==> src/rtl/assert_macros.svh <==
// Assertion macros for the packer RTL.
`ifndef ASSERT_MACROS_SVH
`define ASSERT_MACROS_SVH

// Same-cycle implication.
`define LBP_ASSERT_IMP(lbl, clk, rst, ante, cons) \
   lbl: assert property (@(posedge clk) disable iff (rst) (ante) |-> (cons)) \
      else $error("packer check failed");

// Next-cycle implication.
`define LBP_ASSERT_NEXT(lbl, clk, rst, ante, cons) \
   lbl: assert property (@(posedge clk) disable iff (rst) (ante) |=> (cons)) \
      else $error("packer check failed");

`endif

==> src/rtl/lbp_pkg.sv <==
// Package for the LSB-first bit packer: opcodes, widths and shared types.
package lbp_pkg;

   localparam int DefMaxFieldWidth = 16;
   localparam int ValueBits        = 16;
   localparam int WidthBits        = 5;
   localparam int NumKinds         = 4;
   localparam int IndexBits        = 2;
   localparam logic [WidthBits-1:0] WidthReset = 5'd8;

   typedef enum logic [2:0] {
      OP_KIND_ONE   = 3'd0,
      OP_KIND_TWO   = 3'd1,
      OP_KIND_THREE = 3'd2,
      OP_KIND_FOUR  = 3'd3,
      OP_CHAR       = 3'd4,
      OP_BIT        = 3'd5,
      OP_FLUSH      = 3'd6
   } opcode_type;

   typedef enum logic [IndexBits-1:0] {
      REG_WIDTH_ONE   = 2'd0,
      REG_WIDTH_TWO   = 2'd1,
      REG_WIDTH_THREE = 2'd2,
      REG_WIDTH_FOUR  = 2'd3
   } reg_index_type;

   // Bytes completed by one item; byte0 goes out first.
   typedef struct packed {
      logic [1:0] count;
      logic [7:0] byte0;
      logic [7:0] byte1;
   } result_type;

endpackage

==> src/rtl/lbp_pack_unit.sv <==
// Combinational packer: merges one item into the partial byte.
module lbp_pack_unit #(
   parameter int MAX_FIELD_WIDTH = lbp_pkg::DefMaxFieldWidth
) (
   input  logic [2:0]                                           opcode,
   input  logic [lbp_pkg::ValueBits-1:0]                        field_value,
   input  logic [lbp_pkg::NumKinds-1:0][lbp_pkg::WidthBits-1:0] widths,
   input  logic [7:0]                                           pending,
   input  logic [2:0]                                           offset,
   output lbp_pkg::result_type                                  result,
   output logic [7:0]                                           pending_next,
   output logic [2:0]                                           offset_next
);

   localparam int EffMax = (MAX_FIELD_WIDTH < lbp_pkg::ValueBits) ?
                           MAX_FIELD_WIDTH : lbp_pkg::ValueBits;
   localparam logic [lbp_pkg::WidthBits-1:0] EffMaxW = lbp_pkg::WidthBits'(EffMax);

   logic [lbp_pkg::WidthBits-1:0] w_sel;
   logic [lbp_pkg::WidthBits-1:0] w_eff;
   logic [lbp_pkg::ValueBits-1:0] src;
   logic [lbp_pkg::ValueBits:0]   mask_w;
   logic [lbp_pkg::ValueBits-1:0] masked;
   logic [22:0]                   acc;
   logic [4:0]                    total;
   logic [7:0]                    rem;
   logic [7:0]                    rem_mask;

   always_comb begin
      src   = field_value;
      w_sel = '0;
      unique case (opcode)
         lbp_pkg::OP_KIND_ONE,
         lbp_pkg::OP_KIND_TWO,
         lbp_pkg::OP_KIND_THREE,
         lbp_pkg::OP_KIND_FOUR: begin
            w_sel = widths[opcode[1:0]];
         end
         lbp_pkg::OP_CHAR: begin
            w_sel = 5'd8;
         end
         lbp_pkg::OP_BIT: begin
            w_sel = 5'd1;
         end
         default: begin
            w_sel = '0;
         end
      endcase
      w_eff  = (w_sel > EffMaxW) ? EffMaxW : w_sel;
      mask_w = ((lbp_pkg::ValueBits+1)'(1) << w_eff) - (lbp_pkg::ValueBits+1)'(1);
      masked = src & mask_w[lbp_pkg::ValueBits-1:0];
      acc    = {15'd0, pending} | ({7'd0, masked} << offset);
      total  = {2'd0, offset} + w_eff;
   end

   always_comb begin
      priority if (total[4]) begin
         rem = {1'b0, acc[22:16]};
      end else if (total[3]) begin
         rem = acc[15:8];
      end else begin
         rem = acc[7:0];
      end
      rem_mask = (8'd1 << total[2:0]) - 8'd1;

      if (opcode == lbp_pkg::OP_FLUSH) begin
         result.count = (offset != 3'd0) ? 2'd1 : 2'd0;
         result.byte0 = pending;
         result.byte1 = '0;
         pending_next = '0;
         offset_next  = '0;
      end else begin
         result.count = total[4] ? 2'd2 : (total[3] ? 2'd1 : 2'd0);
         result.byte0 = acc[7:0];
         result.byte1 = acc[15:8];
         pending_next = rem & rem_mask;
         offset_next  = total[2:0];
      end
   end

endmodule

==> src/rtl/lbp_out_stage.sv <==
// Result register: up to two bytes, handed out one per cycle on rsp_tready.
module lbp_out_stage (
   input  logic                clock,
   input  logic                reset,
   input  logic                load,
   input  lbp_pkg::result_type result,
   output logic                can_load,
   output logic [1:0]          count,
   output logic                rsp_tvalid,
   input  logic                rsp_tready,
   output logic [7:0]          rsp_tdata,   // packed_byte[7:0]
   output logic                rsp_tlast    // last_byte
);

   logic [1:0] cnt_ff, cnt_in;
   logic [7:0] cur_ff, cur_in;
   logic [7:0] nxt_ff, nxt_in;

   assign can_load   = (cnt_ff == 2'd0) || ((cnt_ff == 2'd1) && rsp_tready);
   assign rsp_tvalid = (cnt_ff != 2'd0);
   assign rsp_tdata  = cur_ff;
   assign rsp_tlast  = (cnt_ff == 2'd1);
   assign count      = cnt_ff;

   always_comb begin
      cnt_in = cnt_ff;
      cur_in = cur_ff;
      nxt_in = nxt_ff;
      priority if (load) begin
         cnt_in = result.count;
         cur_in = result.byte0;
         nxt_in = result.byte1;
      end else if (rsp_tvalid && rsp_tready) begin
         cnt_in = cnt_ff - 2'd1;
         cur_in = nxt_ff;
      end
   end

   always_ff @(posedge clock) begin
      if (reset) begin
         cnt_ff <= '0;
      end else begin
         cnt_ff <= cnt_in;
      end
      cur_ff <= cur_in;
      nxt_ff <= nxt_in;
   end

endmodule

==> src/rtl/lsb_first_bit_packer_core.sv <==
// LSB-first bit packer: item register, packing logic and byte output register.
// An accepted item goes from the item register through the packing logic into
// the byte output register. Throughput: one item per cycle while rsp_tready is
// high for items of up to one byte; a two-byte item holds back the next item.
// Reset (synchronous): widths back to 8, partial byte and bit position cleared.
module lsb_first_bit_packer_core #(
   parameter int MAX_FIELD_WIDTH = lbp_pkg::DefMaxFieldWidth
) (
   input  logic                          clock,
   input  logic                          reset,
   input  logic                          req_tvalid,
   output logic                          req_tready,
   input  logic [lbp_pkg::ValueBits-1:0] req_tdata,   // field_value[15:0]
   input  logic [2:0]                    req_tuser,   // opcode[2:0]
   output logic                          rsp_tvalid,
   input  logic                          rsp_tready,
   output logic [7:0]                    rsp_tdata,   // packed_byte[7:0]
   output logic                          rsp_tlast,   // last_byte
   input  logic                          csr_we,
   input  logic [lbp_pkg::IndexBits-1:0] csr_index,
   input  logic [lbp_pkg::WidthBits-1:0] csr_wdata
);

   `include "assert_macros.svh"

   logic                                           in_valid_ff;
   logic [2:0]                                     in_op_ff;
   logic [lbp_pkg::ValueBits-1:0]                  in_value_ff;
   logic [7:0]                                     pending_ff, pending_in;
   logic [2:0]                                     bit_offset_ff, bit_offset_in;
   logic [lbp_pkg::NumKinds-1:0][lbp_pkg::WidthBits-1:0] widths_ff;
   lbp_pkg::result_type                            result;
   logic                                           can_load;
   logic                                           advance;
   logic [1:0]                                     out_count;

   assign advance    = in_valid_ff && can_load;
   assign req_tready = !in_valid_ff || can_load;

   always_ff @(posedge clock) begin
      if (reset) begin
         in_valid_ff <= 1'b0;
      end else if (req_tready) begin
         in_valid_ff <= req_tvalid;
      end
      if (req_tready && req_tvalid) begin
         in_op_ff    <= req_tuser;
         in_value_ff <= req_tdata;
      end
   end

   always_ff @(posedge clock) begin
      if (reset) begin
         widths_ff <= {lbp_pkg::NumKinds{lbp_pkg::WidthReset}};
      end else if (csr_we) begin
         unique case (lbp_pkg::reg_index_type'(csr_index))
            lbp_pkg::REG_WIDTH_ONE:   widths_ff[0] <= csr_wdata;
            lbp_pkg::REG_WIDTH_TWO:   widths_ff[1] <= csr_wdata;
            lbp_pkg::REG_WIDTH_THREE: widths_ff[2] <= csr_wdata;
            lbp_pkg::REG_WIDTH_FOUR:  widths_ff[3] <= csr_wdata;
            default: ;
         endcase
      end
   end

   lbp_pack_unit #(
      .MAX_FIELD_WIDTH(MAX_FIELD_WIDTH)
   ) u_pack (
      .opcode      (in_op_ff),
      .field_value (in_value_ff),
      .widths      (widths_ff),
      .pending     (pending_ff),
      .offset      (bit_offset_ff),
      .result      (result),
      .pending_next(pending_in),
      .offset_next (bit_offset_in)
   );

   always_ff @(posedge clock) begin
      if (reset) begin
         pending_ff    <= '0;
         bit_offset_ff <= '0;
      end else if (advance) begin
         pending_ff    <= pending_in;
         bit_offset_ff <= bit_offset_in;
      end
   end

   lbp_out_stage u_out (
      .clock     (clock),
      .reset     (reset),
      .load      (advance),
      .result    (result),
      .can_load  (can_load),
      .count     (out_count),
      .rsp_tvalid(rsp_tvalid),
      .rsp_tready(rsp_tready),
      .rsp_tdata (rsp_tdata),
      .rsp_tlast (rsp_tlast)
   );

   // Partial byte never holds bits at or above the bit position.
   `LBP_ASSERT_IMP(a_pending_clean, clock, reset, 1'b1, (pending_ff >> bit_offset_ff) == 8'd0)
   // Second byte of a pair follows as the last one.
   `LBP_ASSERT_NEXT(a_pair_tail, clock, reset, (out_count == 2'd2) && rsp_tready,
                    rsp_tvalid && rsp_tlast)
   // Packer only hands over when the output register is free.
   `LBP_ASSERT_IMP(a_no_overrun, clock, reset, advance,
                   (out_count == 2'd0) || ((out_count == 2'd1) && rsp_tready))

endmodule
==> config.mk <==
export PLATFORM = sky130hd
export DESIGN_NAME = lsb_first_bit_packer_core
export DESIGN_NICKNAME = d
export VERILOG_FILES = /design/src/rtl/lbp_pkg.sv /design/src/rtl/lbp_pack_unit.sv /design/src/rtl/lbp_out_stage.sv /design/src/rtl/lsb_first_bit_packer_core.sv
export VERILOG_INCLUDE_DIRS = /design/src /design/src/rtl
export SDC_FILE = /design/constraint.sdc
export NUM_CORES = 1
export LEC_CHECK = 0
export ABC_AREA = 1
export BUFFER_PORTS_ARGS = -buffer_cell sky130_fd_sc_hd__buf_2
export CAP_MARGIN = 20
export CORE_MARGIN = 2
export CORE_UTILIZATION = 45
export DETAILED_ROUTE_END_ITERATION = 10
export PLACE_DENSITY_LB_ADDON = 0.12
export SLEW_MARGIN = 20
export SYNTH_ARGS = -nofsm -noshare
export SYNTH_HDL_FRONTEND = slang
export SYNTH_HIERARCHICAL = 1
export SYNTH_SLANG_ARGS = --single-unit
export TNS_END_PERCENT = 100
==> constraint.sdc <==
create_clock -name clock -period 3 [get_ports clock]
set_input_delay 0.15 -clock clock [delete_from_list [all_inputs] [get_ports clock]]
set_output_delay 0.15 -clock clock [all_outputs]
set_load 0.01 [all_outputs]
# Yosys cells after proc, flatten, opt, wreduce, memory -nomap -nowiden

Index checks and enable logic that the tools add are counted.

Register bits after elaboration: 69
Bits in latches: 0
Bits in writable memories: 0
Bits in read-only memories: 0
Bits of input ports: 31
Output and inout port bits: 11
Word-level logic and storage cells: 68
Memories: 0

$add $sub $neg: 4
$mul: 0
Div/mod/pow operators: 0
Magnitude comparators: 2
Equality and inequality tests: 10
Shift operators: 3
Muxes and demuxes: 16
Bitwise gates (word level): 3
Reduce and logical (&&, ||, !) cells: 18

Operator list:

| cell                                                                  | number |
|---|---|
| 8-bit 2-to-1 mux                                                      | 5 |
| 8-bit by 23-bit OR with 23-bit output                                 | 1 |
| 16-bit by 3-bit left shift with 23-bit output                         | 1 |
| 18-bit 2-to-1 mux                                                     | 1 |
| 16-bit bitwise AND                                                    | 1 |
| 1-bit by 5-bit left shift with 16-bit output, first input constant    | 1 |
| 16-bit by 2-bit subtractor with 16-bit output, second input constant  | 1 |
| 5-bit case mux with 3 select lines                                    | 1 |
| 5-bit binary-select mux with 2-bit select                             | 1 |
| 5-bit 2-to-1 mux                                                      | 2 |
| 3-bit equality test, second input constant                            | 3 |
| 8-bit bitwise AND                                                     | 1 |
| 2-bit AND reduction                                                   | 4 |
| 1-bit by 3-bit left shift with 8-bit output, first input constant     | 1 |
| 8-bit by 1-bit subtractor with 8-bit output, second input constant    | 1 |
| 3-bit by 2-bit equality test with 1-bit output, second input constant | 2 |
| 2-bit 2-to-1 mux                                                      | 3 |
| 3-bit by 5-bit adder with 5-bit output                                | 1 |
| 5-bit > comparator, second input constant                             | 1 |
| 2-bit by 1-bit equality test with 1-bit output, second input constant | 2 |
| 2-bit equality test, second input constant                            | 2 |
| 1-bit logical AND                                                     | 4 |
| 2-bit logical NOT                                                     | 2 |
| 2-bit nonzero test                                                    | 2 |
| 10 further kinds                                                      | 12 |

# Longest topological paths before layout

Gate-level depths: netlist of the first run.

Depth in word-level cells: 14
Gate-level depth with buffers: 28
Gate-level depth less buffers: 28

# Hierarchy

The synthesis of the first run kept the hierarchy.

By module, submodules not included:

| module                    | instances | cells an instance | area an instance (um^2) | seq. area each (um^2) |
|---|---|---|---|---|
| lsb_first_bit_packer_core | 1         | 200               | 1,941.9                 | 1,211.2 |
| lbp_pack_unit             | 1         | 398               | 1,916.8                 | 0.0 |
| lbp_out_stage             | 1         | 70                | 749.5                   | 520.5 |

# Worst setup path after synthesis of the first run

No wires, ideal clock.

Path type: reg2reg
From: register in_op_ff[0]
To: register pending_ff[6]
Setup time: 113 ps
Arrival: 3,022 ps
Required time: 2,887 ps
Setup slack: -135 ps
Stages on the path, launching flop included: 21
Buffers on the path: 2
Period minus slack after synthesis: 3,135 ps
Cells stage by stage: edfxtp_1 -> buf_6 -> nand2_1 -> nand3_1 -> nand2_1 -> nand2_1 -> buf_6 -> nand2_4 -> inv_1 -> ha_1 -> fa_1 -> or2_2 -> nand2_1 -> nand3_1 -> ha_1 -> o21ai_0 -> a41oi_1 -> nand3_1 -> nor2_1 -> o21ai_1 -> nor2_1

Longest elaborated chain between the ends: 14
Elaborated cells on any way between the ends: 25
Classes of those cells: 3 x add/sub; 1 x order compare; 6 x eq/ne; 3 x shift; 7 x mux; 3 x bitwise; 2 x reduce/logical

RTL lines:

| what                                                                         | line                                     | RTL |
|---|---|---|
| start, declared                                                              | lsb_first_bit_packer_core.sv:27          | `logic [2:0] in_op_ff;` |
| start signal, assigned                                                       | lsb_first_bit_packer_core.sv:47          | `in_op_ff <= req_tuser;` |
| 3-bit by 1-bit equality test with 1-bit output, or another cell as far along | lbp_pack_unit.sv:32                      | `unique case (opcode)` |
| 4-bit OR reduction or 5-bit 2-to-1 mux (tied branches)                       | lbp_pack_unit.sv:32, lbp_pack_unit.sv:37 |  |
| 5-bit case mux with 3 select lines                                           | lbp_pack_unit.sv:32                      |  |
| 5-bit > comparator                                                           | lbp_pack_unit.sv:49                      | `w_eff = (w_sel > EffMaxW) ? EffMaxW : w_sel;` |
| 5-bit 2-to-1 mux                                                             | lbp_pack_unit.sv:49                      |  |
| 1-bit by 5-bit left shift with 16-bit output                                 | lbp_pack_unit.sv:50                      | `mask_w = ((lbp_pkg::ValueBits+1)'(1) << w_eff) - (lbp_pkg::ValueBits+1)'(1);` |
| 16-bit by 2-bit subtractor with 16-bit output                                | lbp_pack_unit.sv:50                      |  |
| 16-bit bitwise AND                                                           | lbp_pack_unit.sv:51                      | `masked = src & mask_w[lbp_pkg::ValueBits-1:0];` |
| 16-bit by 3-bit left shift with 23-bit output                                | lbp_pack_unit.sv:52                      | `acc = {15'd0, pending} \| ({7'd0, masked} << offset);` |
| 8-bit by 23-bit OR with 23-bit output                                        | lbp_pack_unit.sv:52                      |  |
| 8-bit 2-to-1 mux                                                             | lbp_pack_unit.sv:59                      | `end else if (total[3]) begin` |
| 8-bit 2-to-1 mux                                                             | lbp_pack_unit.sv:57                      | `priority if (total[4]) begin` |
| 8-bit bitwise AND                                                            | lbp_pack_unit.sv:76                      | `pending_next = rem & rem_mask;` |
| 8-bit 2-to-1 mux *                                                           | lbp_pack_unit.sv:66                      | `if (opcode == lbp_pkg::OP_FLUSH) begin` |
| via pending_in[6]                                                            | lsb_first_bit_packer_core.sv:29          | `logic [7:0] pending_ff, pending_in;` |
| end signal, assigned                                                         | lsb_first_bit_packer_core.sv:84          | `pending_ff <= pending_in;` |
| end, declared                                                                | lsb_first_bit_packer_core.sv:29          |  |

Mark *: on every way through the listed nets, which the timed path passes. The rest lies on a longest branch. The select of a mux whose other input is x is not followed.
A chain may end at the register's enable or synchronous reset.

==> key figures, run 1 <==
Status
  • Status: complete, but fails checks
  • Failing checks: setup timing

Finish
  • Fillers: 896
  • Multi-input gate area: 2750 µm²
  • Final Core Density: 61.7%
  • Area occupied by registers: 1730 µm²
  • Commonest non-fill, non-tap cell in the layout: nand2_1
  • Diodes inserted: 0
  • Syn-to-layout area delta: 32.1%
  • Most frequent cells in the layout: nand2_1 (178), nand3_1 (73), nor2_1 (71)
  • Fraction of layout cells with a size suffix above 1: 30.6%
  • Post-Layout Cell Count: 923
  • Fin nets: 824

STA
  • Final TNS setup: -0.387 ns
  • Post-route clock skew: 0.0112 ns
  • # setup viols final: 8
  • Crit path time final: 3.08 ns
  • Final worst slack: -0.0843 ns
  • Max-slew violations: 0
  • Slew margin rel.: 59.5%
  • Final Cycle Share: 103%
  • RSZ-0062 raised after global routing: yes
  • Max frequency: 324 MHz
  • Final Hold Fails: 0
  • Slew @ Worst Pin: 0.603 ns

Die
  • Die H: 105 µm
  • Die ar.: 11100 µm²
  • Die Wd: 105 µm
  • Core area: 9860 µm²
  • Starting Density: 46.7%
  • Row count: 36
  • Ports: 42

Synthesis
  • Number of distinct library cells after synthesis: 45
  • Synth warn: 6
  • Main area contributors after synthesis: edfxtp_1 (23%), nand2_1 (17%), dfxtp_1 (15%), nand3_1 (11%), nor2_1 (6.3%)
  • Post-Synthesis Cells: approximately 670
  • Synth async-reset ratio: 0%
  • Share of Yosys cell area claimed by the top area cell type: a little under a quarter
  • Register bit total from synthesis: 69
  • Post-synth EDFFs: 35
  • Syn_nets: between 700 and 800
  • Synthesized area: 4610 µm²
  • Mean Syn Cell Area: between 6 and 7 µm²
  • Yosys top cell by area: edfxtp_1
  • Register area share after synthesis: 37.6%
  • Post-synth top flop: edfxtp_1

Power and ir drop
  • Sw Share: 40.2%
  • Sequential power share: between 30% and 40%
  • Pint: 2.24 mW
  • Net Sw Power: 1.51 mW
  • P per Cell Area: 616 nW/µm²
  • Clock share of power: 17.8%
  • Combinational power share: 49.2%
  • Maximum VDD drop: around 310 µV
  • Static leakage: 2.89 nW

GRT
  • Initial antenna violation count: 0
  • GRT Util Overall: 23.3%
  • First-pass GRT wire length: between 20000 and 25000 µm
  • Vias in the first global route: around 4400
  • Largest net degree at the start of global routing: 32
  • Gr ovfl total: 0

Route
  • DR vias/cell: 5.09
  • Met1 wire length: 5980 µm
  • Uppermost layer routed: met4
  • Vias: 4702
  • Met2 Wirelength: 6000 µm
  • Starting DRT DRC Count: 283
  • Final wirelength: 12600 µm
  • Post-DRT Antenna Nets: 0
  • DR WL/cell: 13.7 µm
  • Post-route DRC: 0
  • DRT Pass-1 Iters: 5
  • Met3 wire len: ~460 µm

Clock tree
  • Total CTS buffers: 9
  • Htree depth: 3
  • Root Driver: clkbuf_8
  • CTS tree: done
  • Worst-path clk slew: about 0.08 ns
  • Worst-skew pair later-pin latency: roughly 0.35 ns
  • Clock Sinks: 69
  • Deepest clock path buffer count: 2

Placed design
  • Placed cell count: 871
  • GP Congestion: about 0.93
  • Placement Setup Slack: -0.230 ns
  • HPWL after DPL: ~9300 µm
  • PortBufs: between 40 and 50

Worst hold path
  • WHS Endpoint: widths_ff[15]
  • Hold Path Origin: csr_wdata[0]
  • Hold depth: 3
  • HP Class: input pin to flip-flop

Worst setup path
  • Kind of critical path: flip-flop to flip-flop
  • Critical path fanouts, max: 7
  • Startpoint type of the worst setup path: flip-flop
  • Critical Path End Type: flip-flop
  • Worst r2r src: in_op_ff[0]
  • CP required: 3.12 ns
  • Reg-to-reg slack, setup: -0.08 ns
  • FF-to-FF path depth: 23
  • RR Endpoint: u_out/rsp_tdata[7]
  • WP data arrival: 3.20 ns

Run
  • Max cap viols: 0
## logic make-up after synthesis
family	Yosys count	synth area share, %
buf+inv	107	11.1
xor+xnor	2	0.380
simple gates	419	40.6
fa+ha+maj	8	2.33
flops	69	37.6
compound gates	62	7.98
other cells	1	0.0814
## state kept, by name, summed over array words and instances, names as in the netlist
signal           flops
in_valid_ff          1
bit_offset_ff        3
pending_ff           8
u_out/rsp_tdata      8
in_value_ff         16
u_out/count          2
u_out/nxt_ff         8
widths_ff           20
in_op_ff             3
## cells in the mapped netlist, types with 2 or more instances
| cell | count |
|---|---|
| a21oi_1 | 24 |
| a21oi_4 | 3 |
| a31oi_1 | 2 |
| a41oi_1 | 2 |
| and2_1 | 2 |
| buf_1 | 2 |
| buf_2 | 5 |
| buf_4 | 3 |
| buf_6 | 8 |
| clkbuf_1 | 7 |
| clkinv_1 | 3 |
| dfxtp_1 | 34 |
| edfxtp_1 | 35 |
| ha_1 | 7 |
| inv_1 | 68 |
| inv_2 | 7 |
| inv_4 | 2 |
| nand2_1 | 203 |
| nand2_2 | 5 |
| nand3_1 | 97 |
| nand3_4 | 3 |
| nand4_1 | 15 |
| nor2_1 | 77 |
| nor2_2 | 5 |
| nor2_4 | 3 |
| nor3_1 | 2 |
| o21a_1 | 2 |
| o21ai_0 | 13 |
| o21ai_1 | 13 |
## final cells by class
cell class / instances / area share, %
well taps: 133 / 2.73
inverters: 80 / 5.05
clock buffers: 11 / 2.32
flip-flops and latches: 69 / 28.4
multi-input cells: 492 / 45.1
repair inverters: 1 / 0.123
clock inverters: 5 / 0.431
repair buffers: 132 / 15.8
## worst max-delay path by stage
| stage | end | slack (ns) | cells past startpoint | from |
|---|---|---|---|---|
| 6_report | u_out/rsp_tdata[7] | -0.08 | 23 | in_op_ff[0] |
| 5_1_grt | pending_ff[6] | -0.31 | 27 | in_op_ff[0] |
| 4_1_cts | pending_ff[6] | -0.03 | 19 | in_op_ff[0] |
| 3_5_place_dp | pending_ff[6] | -0.23 | 26 | in_op_ff[0] |
| 3_3_place_gp | pending_ff[6] | -0.18 | 26 | in_op_ff[0] |
| 2_1_floorplan | pending_ff[6] | 0.06 | 20 | in_op_ff[0] |
## routing by layer
layer / up-vias / track usage, %
met5: - / 0
met4: 0 / 7.90
met3: 16 / 3.68
met2: 124 / 37.9
met1: 2166 / 31.3
li1: 2396 / -
## power groups by stage
| stage | Clock [mW] | Combinational, mW | Sequential (mW) |
|---|---|---|---|
| 5_1_grt | 0.725 | 2.04 | 1.26 |
| 6_report | 0.666 | 1.84 | 1.24 |
| 2_1_floorplan | 0 | 1.01 | 1.26 |
| 3_5_place_dp | 0 | 1.51 | 1.26 |
| 3_3_place_gp | 0 | 1.50 | 1.26 |
| 4_1_cts | 0.695 | 1.61 | 1.24 |
## what timing repair did
| item | in CTS | in global routing |
|---|---|---|
| setup buffers | 2 | 12 |
| hold buffers | 20 | 0 |
| cloned | 1 | 1 |
| endpoints found under the setup margin | 20 | 22 |
| endpoints found under the hold margin | 20 | 0 |
| resized for setup | 30 | 72 |
| pin swaps | 10 | 24 |
## stage by stage
stage	hold WS (ns)	area [µm²]	power [mW]
2_1_floorplan	0.219	4620	2.27
3_3_place_gp	0.326	5210	2.76
3_5_place_dp	0.328	5210	2.77
4_1_cts	0.0603	5700	3.54
5_1_grt	0.0748	6090	4.02
6_report	0.0761	6090	3.75
## critical path, cell delays in order (launching register included)
cell and delay (ns):
edfxtp_1 0.49, inv_2 0.16, buf_4 0.12, nand2_1 0.04, nand3_1 0.09, nand2_2 0.08
nand2_4 0.11, inv_1 0.09, a21oi_4 0.25, nor2_4 0.06, nand2_2 0.09, ha_4 0.16
nand2_4 0.07, inv_4 0.09, nand4_1 0.13, nand2_1 0.11, inv_2 0.04, nand3_1 0.09
nand3_1 0.10, nand2_2 0.12, o21ai_1 0.08, a21o_1 0.17, nand2_1 0.06, nand2_1 0.05
No activity file was read; power rests on OpenSTA's default activity.
==> inputs of run 2 (changes only) <==
--- a/config.mk
+++ b/config.mk
@@ -9,6 +9,7 @@
 export ABC_AREA = 1
 export BUFFER_PORTS_ARGS = -buffer_cell sky130_fd_sc_hd__buf_2
 export CAP_MARGIN = 20
+export CORE_ASPECT_RATIO = 1.2
 export CORE_MARGIN = 2
 export CORE_UTILIZATION = 45
 export DETAILED_ROUTE_END_ITERATION = 10
==> run 2 against run 1 <==
  * The run still ends with setup timing left
  * Count of clock-buffer cells in the layout stayed put
  * Setup slack better by 0.043 ns
  * Register-to-register slack improved by 0.04 ns
  * Total power grew 9.2%
  * Critical path depth down 3
  * Critical path type unchanged
==> key figures, run 2 (same netlist as run 1, synthesis figures left out) <==
Status
  • Status: complete, but fails checks
  • Failing checks: setup timing

Placed design
  • Placement Setup Slack: -0.107 ns
  • GP Congestion: 0.945
  • PortBufs: 41
  • HPWL after DPL: 9050 µm

Clock tree
  • Worst-skew pair later-pin latency: 0.34 ns
  • CTS tree: done
  • Worst-path clk slew: around 0.06 ns
  • Deepest clock path buffer count: 2
  • Root Driver: clkbuf_16
  • Clock Sinks: 69
  • Htree depth: 3
  • Total CTS buffers: 9

Power and ir drop
  • Static leakage: 2.86 nW
  • Maximum VDD drop: 292 µV
  • P per Cell Area: 678 nW/µm²

STA
  • Slew @ Worst Pin: a little over 0.6 ns
  • Final Cycle Share: 101%
  • RSZ-0062 raised after global routing: yes
  • Max-slew violations: 0
  • Slew margin rel.: 59.2%
  • # setup viols final: 5
  • Worst hold slack: 0.0165 ns
  • Final Hold Fails: 0
  • Crit path time final: around 3.0 ns
  • Post-route clock skew: 0.00909 ns
  • Max frequency: 329 MHz
  • Final worst slack: -0.0411 ns

Finish
  • Diodes inserted: 0
  • Syn-to-layout area delta: 31.1%
  • Max reg flops: 20
  • Area occupied by registers: between 1500 and 2000 µm²
  • Final Core Density: 60.3%
  • Commonest non-fill, non-tap cell in the layout: nand2_1
  • Fraction of layout cells with a size suffix above 1: 28.5%
  • Top flop regs: widths_ff: 20 flops, in_value_ff: 16 flops
  • Fin nets: 802
  • Multi-input gate area: 2730 µm²
  • Most frequent cells in the layout: nand2_1 (180), nor2_1 (71), nand3_1 (68)
  • Biggest register: widths_ff
  • Fillers: 940

Worst setup path
  • Kind of critical path: flip-flop to flip-flop
  • Startpoint type of the worst setup path: flip-flop
  • Critical path fanouts, max: 8
  • CP required: between 3 and 4 ns
  • WP data arrival: 3.27 ns
  • Reg-to-reg slack, setup: -0.04 ns
  • Critical Path End Type: flip-flop

Die
  • Row count: 40
  • Die ar.: between 10000 and 15000 µm²
  • Starting Density: a little under half
  • Die Wd: 96.4 µm
  • Ports: 42
  • Core area: 10000 µm²
  • Die H: about 110 µm

GRT
  • First-pass GRT wire length: 20100 µm
  • Gr ovfl total: 0
  • Vias in the first global route: 4220
  • Largest net degree at the start of global routing: 32
  • Initial antenna violation count: 0
  • GRT Util Overall: 23.4%

Worst hold path
  • HP Class: input pin to flip-flop

Route
  • DR vias/cell: 5.09
  • Starting DRT DRC Count: 251
  • Final wirelength: 12500 µm
  • DR WL/cell: 14.0 µm
  • DRT Pass-1 Iters: 5
  • Vias: 4551
  • Post-DRT Antenna Nets: 0
  • Post-route DRC: 0

Run
  • Max cap viols: 0
==> run 2: cell types whose count changed in the layout (fill, tap and decap cells not counted), moves of 4 or more <==
cell	delta
buf_4	-19
clkbuf_16	+10
clkbuf_8	-9
nand3_1	-5
nand3_2	+4
==> run 2: critical path: stages (launching register included) <==
cell      delay [ns]
edfxtp_1        0.43
inv_2           0.15
nand2_1         0.07
nand3_1         0.07
nand2_1         0.07
nand2_2         0.08
nand2_4         0.06
nor2_4          0.14
nand2_2         0.09
a21oi_4         0.20
buf_6           0.13
fa_2            0.47
nor2_4          0.16
nand2_2         0.09
ha_4            0.19
o21ai_2         0.17
a41oi_1         0.06
nand3_1         0.10
nor2_1          0.04
o21ai_1         0.10
nor2_1          0.06
==> run 2: layout make-up <==
class / instances / share of cell area, %
inverters: 80 / 5.10
clock buffers: 11 / 4.37
clock inverters: 5 / 0.663
flip-flops and latches: 69 / 28.7
multi-input cells: 492 / 45.2
well taps: 126 / 2.61
repair buffers: 111 / 13.3
==> run 2: metrics by stage <==
step | setup TNS (ns) | area [µm²] | std cells | total power [mW]
floorplan | 0 | 4620 | 668 | 2.27
global placement | -0.180 | 5070 | 847 | 2.70
detailed placement | -0.546 | 5070 | 847 | 2.71
CTS | -0.0148 | 5600 | 883 | 3.83
global route | -2.39 | 6040 | 894 | 4.38
finish | -0.124 | 6040 | 894 | 4.10
==> run 2: worst paths after layout <==
kind / start / endpoint / cells after the start
max reg2reg: in_op_ff[0] / pending_ff[6] / 20
min: req_tuser[0] / in_op_ff[0] / 1
max: in_op_ff[0] / pending_ff[6] / 20
min reg2reg: widths_ff[3] / widths_ff[3] / 2
==> run 2: routing by layer <==
layer / global-route usage [%] / up-vias / wire length (µm)
met2: 39.3 / 119 / 6230
met3: 3.87 / 11 / 479
li1: - / 2360 / -
met4: 7.70 / 0 / 137
met1: 30.3 / 2061 / 5650
met5: 0 / - / 0
==> run 2: report_power, final <==
group	internal, mW	leakage, nW	switching, mW
registers	1.17	0.617	0.0640
logic	0.710	2.09	1.09
clock network	0.639	0.152	0.422
total	2.52	2.86	1.57
==> run 2: what timing repair did <==
action                                 CTS  global route
setup endpoints to repair               10            20
resized for setup                       10            85
pin swaps                                6            39
buffers inserted                         1            11
endpoints found under the hold margin   19             0
hold buffers                            19             0
==> inputs of run 3 (changes only) <==
--- a/config.mk
+++ b/config.mk
@@ -13,6 +13,7 @@
 export CORE_MARGIN = 2
 export CORE_UTILIZATION = 45
 export DETAILED_ROUTE_END_ITERATION = 10
+export MAX_ROUTING_LAYER = met4
 export PLACE_DENSITY_LB_ADDON = 0.12
 export SLEW_MARGIN = 20
 export SYNTH_ARGS = -nofsm -noshare
==> run 3 against run 2 <==
  * The run still ends with setup timing left
  * Fmax shrank 5.3%
  * Final cell count increased by 1.2%
  * Die area stayed put
  * Flip-flop and latch count unchanged
  * Total power grew 1.6%
  * Via count increased by 3.2%
  * Clock skew is essentially flat
  * Sequential share of layout area is 0.43 points lower
  * Wire length is 8.1% higher
  * First-iteration DRC count fell by 4.4%
  * Clock power about the same
  * Critical endpoint unchanged
==> key figures, run 3 (same netlist as run 1, synthesis figures left out) <==
Status
  • Status: complete, but fails checks
  • Failing checks: setup timing

STA
  • Slew margin rel.: 61.6%
  • RSZ-0062 raised after global routing: yes
  • Post-route clock skew: 0.00895 ns
  • # setup viols final: 11
  • Slew @ Worst Pin: 0.575 ns
  • Final Cycle Share: 107%
  • Worst hold slack: 0.0940 ns
  • Max frequency: 311 MHz
  • Final worst slack: -0.211 ns
  • Final Hold Fails: 0
  • Final TNS setup: -0.801 ns
  • Crit path time final: 3.21 ns
  • Max-slew violations: 0

Finish
  • Fillers: between 900 and 1000
  • Commonest non-fill, non-tap cell in the layout: nand2_1
  • Most frequent cells in the layout: nand2_1 (185), nand3_1 (76), nor2_1 (70)
  • Syn-to-layout area delta: 33.0%
  • Diodes inserted: 0
  • Biggest register: widths_ff
  • Post-Layout Cell Count: 905
  • Top flop regs: widths_ff: 20 flops, in_value_ff: 16 flops
  • Max reg flops: 20
  • Fin nets: 813
  • Fraction of layout cells with a size suffix above 1: 28.9%

Route
  • DR vias/cell: 5.19
  • Final wirelength: 13500 µm
  • Post-DRT Antenna Nets: 0
  • Starting DRT DRC Count: 240
  • DR WL/cell: 14.9 µm
  • Post-route DRC: 0
  • Vias: roughly 4700
  • DRT Pass-1 Iters: 5

Clock tree
  • CTS tree: done
  • Worst-path clk slew: 0.06 ns
  • Deepest clock path buffer count: 2
  • Worst-skew pair later-pin latency: roughly 0.34 ns
  • Clock Sinks: 69
  • Total CTS buffers: 9
  • Htree depth: 3
  • Root Driver: clkbuf_16

Placed design
  • GP Congestion: ~0.92
  • Placed cell count: about 850
  • PortBufs: 41
  • HPWL after DPL: 9480 µm

Worst setup path
  • Crit path max-delay family: simple AND/OR/NAND/NOR gates
  • CP Buf/Inv Count: 3
  • Critical path's most frequent cell: nor2_1
  • Slowest CP cell: fa_2
  • WP data arrival: 3.49 ns
  • Startpoint type of the worst setup path: flip-flop
  • CP required: 3.28 ns
  • Critical path fanouts, max: 4
  • Critical-path cell list: clkinvlp_4 -> nand2_2 -> nand3_2 -> a21oi_4 -> nor2_4 -> nand2_4 -> a21oi_4 -> buf_6 -> fa_2 -> inv_2 -> nor2_1 -> o21ai_2 -> a41oi_1 -> nand3_1 -> nor2_1 -> o21ai_1 -> nor2_1
  • Critical Path End Type: flip-flop
  • Kind of critical path: flip-flop to flip-flop
  • CP peak stage delay: 0.59 ns

Power and ir drop
  • Static leakage: a little under 3 nW
  • Maximum VDD drop: 317 µV
  • P per Cell Area: 679 nW/µm²
  • Final Power: around 4.2 mW

GRT
  • Largest net degree at the start of global routing: 32
  • Gr ovfl total: 0
  • Vias in the first global route: 4455
  • Initial antenna violation count: 0
  • First-pass GRT wire length: around 21000 µm
  • GRT Util Overall: between 20% and 30%

Die
  • Starting Density: 46.0%
  • Die H: 115 µm
  • Die ar.: 11100 µm²
  • Die Wd: 96.4 µm
  • Row count: 40
  • Core area: 10000 µm²
  • Ports: 42

Run
  • Max cap viols: 0

Worst hold path
  • HP Class: input pin to flip-flop
run 3: cell count changes in the layout (fill, tap and decap cells not counted), sizes merged:
cell / change
dlygate4sd3: +1
clkinv: -3
inv: +2
clkinvlp: +2
buf: +9
run 3: final timing paths:
| path | from | end | slack, ns | cells past startpoint |
|---|---|---|---|---|
| min | req_tvalid | in_valid_ff | 0.09 | 3 |
| min reg2reg | widths_ff[13] | widths_ff[13] | 0.46 | 2 |
| max reg2reg | in_op_ff[0] | pending_ff[6] | -0.21 | 17 |
| max | in_op_ff[0] | pending_ff[6] | -0.21 | 17 |
run 3: per-stage QoR:
step / instance area [µm²] / setup slack, ns / util [%]
global route: 6130 / -0.339 / 61.3
CTS: 5820 / -0.0237 / 58.1
global placement: 5060 / -0.0724 / 50.6
detailed placement: 5060 / -0.159 / 50.6
floorplan: 4620 / 0.0571 / -
finish: 6130 / -0.211 / 61.3
run 3: timing repair:
item                       CTS  global route
gates cloned                 2             1
hold buffers                19             1
buffers inserted            12             8
gates resized for setup     45            58
setup endpoints to repair   13            23
hold endpoints to repair    19             1
pin swaps                   16            22
run 3: tightest hold or removal path, delay by kind of cell:
family	cells	cell delay, ns
buf+inv	2	0.16
compound gates	1	0.07
run 3: where the power goes:
part,total [mW],internal (mW),switching (mW)
Combinational,1.85,0.737,1.12
Sequential,1.24,1.17,0.0725
Clock,1.06,0.639,0.425
run 3: routing by layer:
layer  share of wire [%]  wire length, µm  GRT usage (%)  up-vias
met3                 4.3              582           4.65       24
li1                    -                -              -     2378
met1                  42             5680           30.2     2178
met5                   0                0              -        -
met2                  52             7010           44.5      117
met4                 1.8              238           7.61        0
run 3: area by class of cell:
type                    count  area [µm²]  area share, %
clock buffers              11         264           4.31
clock inverters             5        37.5          0.612
inverters                  80         313           5.10
multi-input cells         492        2750           44.8
flip-flops and latches     69        1730           28.2
well taps                 126         158           2.57
repair buffers            121         872           14.2
repair inverters            1        7.51          0.122
